--- config.mk ---
export PLATFORM = sky130hd
export DESIGN_NAME = xmot_ctrl
export DESIGN_NICKNAME = d
export VERILOG_FILES = /design/src/xmot_pkg.sv /design/src/xmot_ctrl.sv
export SDC_FILE = /design/constraint.sdc
export NUM_CORES = 1
export LEC_CHECK = 0
export BUFFER_PORTS_ARGS = -buffer_cell sky130_fd_sc_hd__buf_2
export CAP_MARGIN = 10
export CORE_AREA = 3 3 40 42
export DETAILED_ROUTE_END_ITERATION = 16
export DIE_AREA = 0 0 43 45
export GPL_TIMING_DRIVEN = 0
export SYNTH_ARGS = -nofsm -noshare
export SYNTH_HDL_FRONTEND = slang
export SYNTH_SLANG_ARGS = --single-unit
--- constraint.sdc ---
create_clock -name i_clk -period 3.6 [get_ports i_clk]
set_clock_uncertainty 0.1 [all_clocks]
set_input_delay 0 -clock i_clk [delete_from_list [all_inputs] [get_ports i_clk]]
set_output_delay 0 -clock i_clk [all_outputs]
set_load 0.02 [all_outputs]
--- src/xmot_pkg.sv ---
// Package with the beat types, codes and controller types of the occupancy tree block.
package xmot_pkg;

    localparam int VALUE_BITS_DEFAULT = 12;
    localparam int FIELD_W = 12;

    localparam logic FUNC_INSERT = 1'b0;
    localparam logic FUNC_QUERY = 1'b1;

    typedef struct packed {
        logic func;
        logic [FIELD_W-1:0] value;
    } t_in_item;

    typedef struct packed {
        logic [FIELD_W-1:0] answer;
        logic was_new;
    } t_out_item;

    typedef enum logic [3:0] {
        S_CLEAR,
        S_IDLE,
        S_LEAF_RD,
        S_LEAF_EV,
        S_UP_RD,
        S_UP_EV,
        S_Q_RD,
        S_Q_EV,
        S_DONE
    } t_state;

    typedef struct packed {
        logic clr_en;
        logic load;
        logic rd_leaf;
        logic ins_leaf;
        logic rd_sib;
        logic climb;
        logic rd_pref;
        logic q_step;
        logic out_load;
    } t_cmd;

    typedef struct packed {
        logic clr_done;
        logic rd_full;
        logic node_at_top;
        logic lvl_zero;
        logic out_free;
    } t_stat;

endpackage

--- src/xmot_ctrl.sv ---
// Controller state machine that sequences clearing, inserts and queries.
module xmot_ctrl (
    input  logic          i_clk,
    input  logic          i_rst_n,
    input  logic          i_in_valid,
    input  logic          i_in_func,
    input  xmot_pkg::t_stat i_stat,
    output xmot_pkg::t_cmd  o_cmd,
    output logic          o_in_stall
);
    import xmot_pkg::*;

    t_state r_state;
    t_state n_state;

    always_ff @(posedge i_clk) begin
        if (!i_rst_n) begin
            r_state <= S_CLEAR;
        end else begin
            r_state <= n_state;
        end
    end

    always_comb begin
        n_state = r_state;
        o_cmd = '0;
        o_in_stall = 1'b1;
        case (r_state)
            S_CLEAR: begin
                o_cmd.clr_en = 1'b1;
                if (i_stat.clr_done) begin
                    n_state = S_IDLE;
                end
            end
            S_IDLE: begin
                o_in_stall = 1'b0;
                if (i_in_valid) begin
                    o_cmd.load = 1'b1;
                    n_state = (i_in_func == FUNC_QUERY) ? S_Q_RD : S_LEAF_RD;
                end
            end
            S_LEAF_RD: begin
                o_cmd.rd_leaf = 1'b1;
                n_state = S_LEAF_EV;
            end
            S_LEAF_EV: begin
                if (i_stat.rd_full) begin
                    n_state = S_DONE;
                end else begin
                    o_cmd.ins_leaf = 1'b1;
                    n_state = S_UP_RD;
                end
            end
            S_UP_RD: begin
                o_cmd.rd_sib = 1'b1;
                n_state = S_UP_EV;
            end
            S_UP_EV: begin
                if (i_stat.rd_full) begin
                    o_cmd.climb = 1'b1;
                    n_state = i_stat.node_at_top ? S_DONE : S_UP_RD;
                end else begin
                    n_state = S_DONE;
                end
            end
            S_Q_RD: begin
                o_cmd.rd_pref = 1'b1;
                n_state = S_Q_EV;
            end
            S_Q_EV: begin
                o_cmd.q_step = 1'b1;
                n_state = i_stat.lvl_zero ? S_DONE : S_Q_RD;
            end
            S_DONE: begin
                if (i_stat.out_free) begin
                    o_cmd.out_load = 1'b1;
                    n_state = S_IDLE;
                end
            end
            default: begin
                n_state = S_CLEAR;
            end
        endcase
    end

endmodule

Yosys cells after proc, flatten, opt, wreduce, memory -nomap -nowiden

Index checks and enable logic that the tools add are counted.

Equality and inequality tests: 11
Reduce and logical (&&, ||, !) cells: 2
Multiplexer cells: 23

Operators with widths:

| kind               | number |
|---|---|
| $pmux 4 s9         | 1 |
| $mux 4             | 7 |
| $eq 4x3->1 const B | 4 |
| $mux 1             | 14 |
| $eq 4x2->1 const B | 2 |
| $ne 2x2->1 const B | 3 |
| $eq 4x1->1 const B | 1 |
| $eq 4x4->1 const B | 1 |
| $logic_not 4->1    | 1 |
| $mux 3             | 1 |
| $reduce_and 3->1   | 1 |

Input port bits: 9
Output and inout bits: 10
Register bits: 4
Word-level logic and storage cells: 37

Longest topological paths before layout

Gate-level depths: netlist of the first run.

Depth in word-level cells: 3
Gate-level depth with buffers: 4
Mapped depth without buffers: 3

Least setup slack after synthesis of the first run

OpenSTA, ideal clock, no wires.

Kind: register to register
From: reg r_state[3]
To: reg r_state[0]
Clock period less this slack: 1.341 ns
Required time: 3.442 ns
Path buffers: 1
Path slack: 2.259 ns
Stages on the path, launching flop included: 5
Setup time: 0.058 ns
Arrival time: 1.183 ns
Cell sequence: dfxtp_1 > buf_6 > or4b_4 > nor2_2 > o21a_1

Cells in the longest elaborated chain, start to end: 3
Elaborated cells on any way between the ends: 14
Those cells by class: eq/ne (11); mux (1); reduce/logical (2)

Ends and longest elaborated chain:

| element                            | RTL line        | RTL |
|---|---|---|
| start: declaration                 | xmot_ctrl.sv:13 | `t_state r_state;` |
| start signal: assignment           | xmot_ctrl.sv:20 | `r_state <= n_state;` |
| $eq 4x4->1 (tied with other cells) | xmot_ctrl.sv:28 | `case (r_state)` |
| $ne 2x2->1 (no source line)        | -               |  |
| $reduce_and 3->1 (no source line)  | -               |  |

Several ways; a longest one is shown, not always the timed one.
A chain may end at the register's enable or synchronous reset.

==> flow_summary.ini, run 1 <==
[grt]
grt_max_degree = 11
use_met2_pct = 18.26
grt_pass1_vias = 423
grt_pass1_wl_um = 1725
grt_util_met1_pct = 14.49
grtUsageMet3_pct = 2.789
antenna_found_initial = 0
gr-max-usage-layer = met2
track_usage_pct = 11.92
grt_overflow = 0

[layout]
nNetsFinal = 82
reg.largest.list = r_state x4
syn2layout_area_growth_pct = 37.42
drive_above_1_share_pct = 39.44
nFillCells = 147
largest_reg_flops = 4
regArea_um2 = 80.08
regMostFlops = r_state
fin_util_pct = 40.41
multiInputGateArea_um2 = 264.0
num_antenna_cells = 0

[hold_path]
min_path_cells = 3
hp-class = input port to flip-flop
holdCritStartpoint = i_in_valid
hold_path_end = r_state[0]$_SDFFE_PN0P_

[critical_path]
slowest_stage = dfxtp_1
path_buf_inv = 2
r2r-start = r_state[0]$_SDFFE_PN0P_
crit_path_max_incr_delay_ps = 380
worst-setup-path-type = flip-flop to output port
rrSetupSlack_ps = 2200
critPathTopFamily = simple AND/OR/NAND/NOR gates
r2r_cells = 3
cp_cell_sequence = buf_2 -> nor3b_1 -> nor2b_1 -> buf_2
cp.required_ps = 3500
cp-end-kind = output port
r2r_end = r_state[1]$_SDFFE_PN0P_
critPathMaxFanout = 10
cp_common_cell = buf_2
worstPathArrival_ps = 1390
crit_path_start_kind = flip-flop

[synthesis]
ys_seq_elements = 4
syn_area_um2 = 377.9
syn-instance-count = 49
async_flop_share_pct = 0
synth_cell_types = 30
synth_edf_count = 0
synth_seq_area_share_pct = 21.19
yosysWarnings = 0
synthFlopType = dfxtp_1
syn-num-nets = 58
avgSynthCellArea_um2 = 7.711

[floorplan]
rows = 13
dieArea_um2 = 1935
boundaryPins = 19
die_h_um = 45
core_area_um2 = 1285
start_util_pct = 29.41
die_x_um = 43

[power]
leakage_uw = 0.0002417
p_per_area_nw_per_um2 = 315.5
vdd_drop_max_uv = 140.8

[clocking]
clockBufferDepth = 2
holdBufCountCts = 1
post-cts-setup-buffer-count = 0
clk_pin_slew_ps = 30
htree_levels = 1
insertion_delay_ps = 230
cts_root_buf = clkbuf_4
numCtsBuffers = 3
ctsResizeCount = 0
cts_tree = built
clock-sinks = 4

[timing]
rsz0062_at_grt = false
worst_slew_pin_slew_ps = 376.1
period_share_pct = 41.28
hold_violations = 0
slew_headroom_pct = 74.53
drv_slew = 0
finalSetupViolations = 0
setup_tns_ps = 0
post-route-min-period_ps = 1486
fmax_ghz = 0.6729

[flow_run]
max_cap_viol_count = 0

[placement]
gp_congestion = 0.7309
dp_hpwl_um = 814.2
port_buffers = 18

[drt]
vias = 442
dr.pass1.iters = 4
post_drt_wl_per_cell_um = 11.70
via_per_inst = 5.140
drc = 0
ant_nets = 0
drtIter0Drc = 11
routed_wl_um = 1006

[run_status]
status = finished clean
[area by class of cell]
type / instances / area share (%)
Clock buffer: 3 / 4.337
Multi-Input combinational cell: 39 / 50.84
Sequential cell: 4 / 15.42
Buffer: 4 / 5.060
Timing Repair Buffer: 19 / 19.28
Tap cell: 15 / 3.614
Inverter: 2 / 1.446
[per-layer routing]
metal / vias up / share of wire [%]
li1: 226 / -
met1: 203 / 46
met2: 13 / 46
met3: 0 / 8.5
met4: 0 / 0
met5: - / 0
[power breakdown]
group,internal [uW],switching [uW]
Clock,37.0,15.1
Sequential,47.9,4.53
Combinational,27.1,32.2
[how the worst max path moves through the flow]
stage                                       start                      end  slack (ps)  cells past startpoint
after floorplan           r_state[3]$_SDFFE_PN0P_  r_state[0]$_SDFFE_PN0P_        2260                      4
after global placement    r_state[0]$_SDFFE_PN0P_  r_state[1]$_SDFFE_PN0P_        2220                      3
after detailed placement  r_state[0]$_SDFFE_PN0P_  r_state[1]$_SDFFE_PN0P_        2210                      3
after CTS                 r_state[0]$_SDFFE_PN0P_                 o_cmd[5]        2100                      4
after global routing      r_state[2]$_SDFFE_PN0P_                 o_cmd[4]        1990                      4
final                     r_state[0]$_SDFFE_PN0P_                 o_cmd[5]        2110                      4
[worst min-delay path, delay by kind of cell]
kind	cells	cell delay (ps)
AND/OR/NAND/NOR	1	40
AO/OA/AOI/OAI	1	160
buffers and inverters	1	100
[Yosys cell counts, drive strengths merged, types with 2 or more instances]
| library cell | number | area, um2 |
|---|---|---|
| nor2 | 6 | 25.03 |
| nor3b | 2 | 15.01 |
| nor4 | 2 | 12.51 |
| buf | 4 | 26.27 |
| nand2b | 2 | 12.51 |
| inv | 2 | 7.510 |
| dfxtp | 4 | 80.08 |
| nor3 | 2 | 10.01 |
| nor2b | 5 | 31.28 |
| o21ai | 2 | 10.00 |
| nand2 | 2 | 7.510 |
[cells in the final DEF, fill, tap and decap left out, drive strengths merged]
cell type	count
a2111oi	1
a211oi	1
a31oi	1
and3	1
and3b	1
and4	1
and4b	1
buf	22
clkbuf	3
dfxtp	4
dlygate4sd3	1
inv	2
mux2	1
mux2i	1
nand2	2
nand2b	2
nor2	6
nor2b	5
nor3	2
nor3b	2
nor4	2
nor4b	1
o21a	1
o21ai	2
o22ai	1
o311ai	1
o31a	1
or3b	1
or4b	1
[logic make-up after synthesis]
group	count (synthesis)	share of synthesized area (%)
buffers and inverters	6	8.940
AO/OA/AOI/OAI	9	16.89
flip-flops	4	21.19
multiplexers	2	5.629
AND/OR/NAND/NOR	28	47.35
[stage by stage]
stage,setup WS (ps),cells,hold WS [ps],total power [uW],instance area [um2]
finish,2114,86,20.84,163.8,519.2
global route,1988,86,35.02,176.1,519.2
CTS,2102,86,14.08,168.2,519.2
detailed placement,2211,82,151.8,111.9,486.7
global placement,2215,82,159.2,111.8,486.7
floorplan,2259,49,17.47,93.09,377.9
Power figures use the tool's default switching activity.
==> run 2, diff against run 1 <==
--- a/config.mk
+++ b/config.mk
@@ -5,6 +5,7 @@
 export SDC_FILE = /design/constraint.sdc
 export NUM_CORES = 1
 export LEC_CHECK = 0
+export ABC_AREA = 1
 export BUFFER_PORTS_ARGS = -buffer_cell sky130_fd_sc_hd__buf_2
 export CAP_MARGIN = 10
 export CORE_AREA = 3 3 40 42
==> constraint.sdc (replaced) <==
create_clock -name i_clk -period 1.5 [get_ports i_clk]
set_clock_uncertainty 0.1 [all_clocks]
set_input_delay 0 -clock i_clk [delete_from_list [all_inputs] [get_ports i_clk]]
set_output_delay 0 -clock i_clk [all_outputs]
set_load 0.02 [all_outputs]
==> run 2 against run 1 <==
Wire length down 5.5%. Register-to-register slack got worse by 2000 ps. Non-clock buffer count down 4. Largest power group unchanged. Hold slack improved by 10 ps. First-iteration DRC count decreased by 18%. Flip-flop and latch count is the same.
==> flow_summary.ini, run 2 <==
[run_status]
status = finished clean

[synthesis]
yosysMostFrequentCell = nor2_1
synth_cell_types = 14
syn-num-nets = 77
synth_seq_area_share_pct = 21.62
avgSynthCellArea_um2 = 5.446
ys_top_cells_by_area = dfxtp_1 (22%), nand3_1 (19%), nor2_1 (17%)
syn_area_um2 = 370.4
synth_top_cell_by_area = dfxtp_1
syn-instance-count = 68
yosysTopAreaCellShare_pct = 21.62
ys_seq_elements = 4
synthFlopType = dfxtp_1
async_flop_share_pct = 0
synth_edf_count = 0
yosysWarnings = 0
synthTopCellsByCount = nor2_1 (17), nand3_1 (14), inv_1 (12)

[placement]
place_inst = 101
port_buffers = 18
dp_hpwl_um = 791.1
dpl-instance-area_um2 = 479.2
gp_congestion = 0.8018
dp_slack_ps = 159.8

[power]
leakage_uw = 0.0003098
p_sw_share_pct = 51.21
vdd_drop_max_uv = 664.9
power.internal_uw = 382.3
p_per_area_nw_per_um2 = 1509
seqPwrFrac_pct = 22.0
p_clk_share_pct = 17.1
combPwrFrac_pct = 60.9
power_switching_uw = 401.3

[clocking]
htree_levels = 1
cts_tree = built
insertion_delay_ps = 240
cts_root_buf = clkbuf_4
clk_pin_slew_ps = 30
post-cts-setup-buffer-count = 0
clockBufferDepth = 2
clock-sinks = 4
numCtsBuffers = 3

[drt]
post_drt_wl_per_cell_um = 9.057
routed_wl_um = 951
via_per_inst = 4.505
drtIter0Drc = 9
ant_nets = 0
vias = 473
drc = 0
dr.pass1.iters = 3

[layout]
final_area_um2 = 519.2
syn2layout_area_growth_pct = 40.20
largest_reg_flops = 4
fin_cells = 105
regMostFlops = r_state
final_common_cell = buf_2
reg.largest.list = r_state x4
final_cell_mix = buf_2 (18), nor2_1 (16), nand3_1 (14)
nNetsFinal = 101
drive_above_1_share_pct = 32.22
num_antenna_cells = 0
fin_util_pct = 40.41

[critical_path]
cp.required_ps = 1400
critPathMaxFanout = 5
crit_path_start_kind = flip-flop
critPathTopFamily = simple AND/OR/NAND/NOR gates
worstPathArrival_ps = 1240
cp_cell_sequence = inv_1 -> nor2_2 -> nand2_1 -> nor2_1 -> buf_2
worst-setup-path-type = flip-flop to output port
slowest_stage = dfxtp_1
path_buf_inv = 2
cp-end-kind = output port
r2r_cells = 6
crit_path_max_incr_delay_ps = 340
crit_cells = 5

[timing]
hold_violations = 0
period_share_pct = 89.15
post-route-min-period_ps = 1337
slew_headroom_pct = 81.15
fin_ws_ps = 162.7
fmax_ghz = 0.7478
drv_slew = 0
worst_slew_pin_slew_ps = 282.3
rsz0062_at_grt = false
finalSetupViolations = 0
setup_tns_ps = 0

[grt]
grt_pass1_vias = 401
antenna_found_initial = 0
track_usage_pct = 11.31
grt_overflow = 0
grt_max_degree = 8
grt_pass1_wl_um = 1552

[floorplan]
rows = 13
dieArea_um2 = 1935
core_area_um2 = 1285
die_h_um = 45
die_x_um = 43
boundaryPins = 19
start_util_pct = 28.82

[flow_run]
max_cap_viol_count = 0

[hold_path]
hp-class = input port to flip-flop
min_path_cells = 4
[run 2: changes by cell type after synthesis, moves of 2 or more]
| cell | delta |
|---|---|
| nand3_1 | +14 |
| nor2_1 | +12 |
| inv_1 | +10 |
| nand2_1 | +7 |
| nor2b_1 | -5 |
| buf_2 | -3 |
| inv_2 | +2 |
| nand2b_1 | -2 |
| nor3_1 | -2 |
| nor3b_1 | -2 |
[run 2: stage by stage]
step	hold WS (ps)	power [uW]
after global routing	48.00	867.3
after global placement	172.7	640.7
final	30.87	783.6
after CTS	20.42	785.9
after floorplan	41.29	516.0
after detailed placement	169.1	639.8
[run 2: area by class of cell]
type | count | area [um2]
Fill cell | 148 | 765.7
Multi-Input combinational cell | 50 | 245.2
Timing Repair Buffer | 19 | 100.1
Sequential cell | 4 | 80.08
Inverter | 14 | 52.55
Clock buffer | 3 | 22.52
Tap cell | 15 | 18.77
[run 2: repair_timing]
item,4_1_cts,5_1_grt
hold endpoints to repair,4,0
gates resized for setup,0,2
setup endpoints to repair,0,1
hold buffers,1,0
[run 2: tightest hold or removal path, stage by stage]
cell,delay (ps)
buf_2,70
inv_1,40
nand3_1,110
a21oi_1,80
[run 2: cells by family (layout without fill, tap and decap cells)]
logic type	after synthesis	after routing	share of synthesized area (%)
simple gates	48	48	61.49
buf+inv	14	36	14.19
flops	4	4	21.62
compound gates	2	2	2.700
[run 2: path summary, 6_finish.rpt]
kind	start	slack, ps	endpoint
setup / recovery	r_state[0]$_SDFFE_PN0P_	160	o_cmd[7]
hold / removal	i_in_valid	30	r_state[0]$_SDFFE_PN0P_
setup reg to reg	r_state[2]$_SDFFE_PN0P_	250	r_state[1]$_SDFFE_PN0P_
hold reg to reg	r_state[3]$_SDFFE_PN0P_	660	r_state[0]$_SDFFE_PN0P_
[run 2: power groups by stage]
stage	clock network, uW	logic (uW)	registers (uW)
5_1_grt	151	540	176
6_report	134	477	172
4_1_cts	143	475	168
3_5_place_dp	0	470	170
2_1_floorplan	0	353	163
3_3_place_gp	0	471	169
[run 2: layer usage]
metal | wire length (um) | up-vias | GRT usage [%]
met5 | 0 | - | 0
met4 | 31 | 0 | 10.84
met3 | 51 | 4 | 2.789
met2 | 455 | 10 | 17.37
met1 | 413 | 201 | 12.74
li1 | - | 258 | -
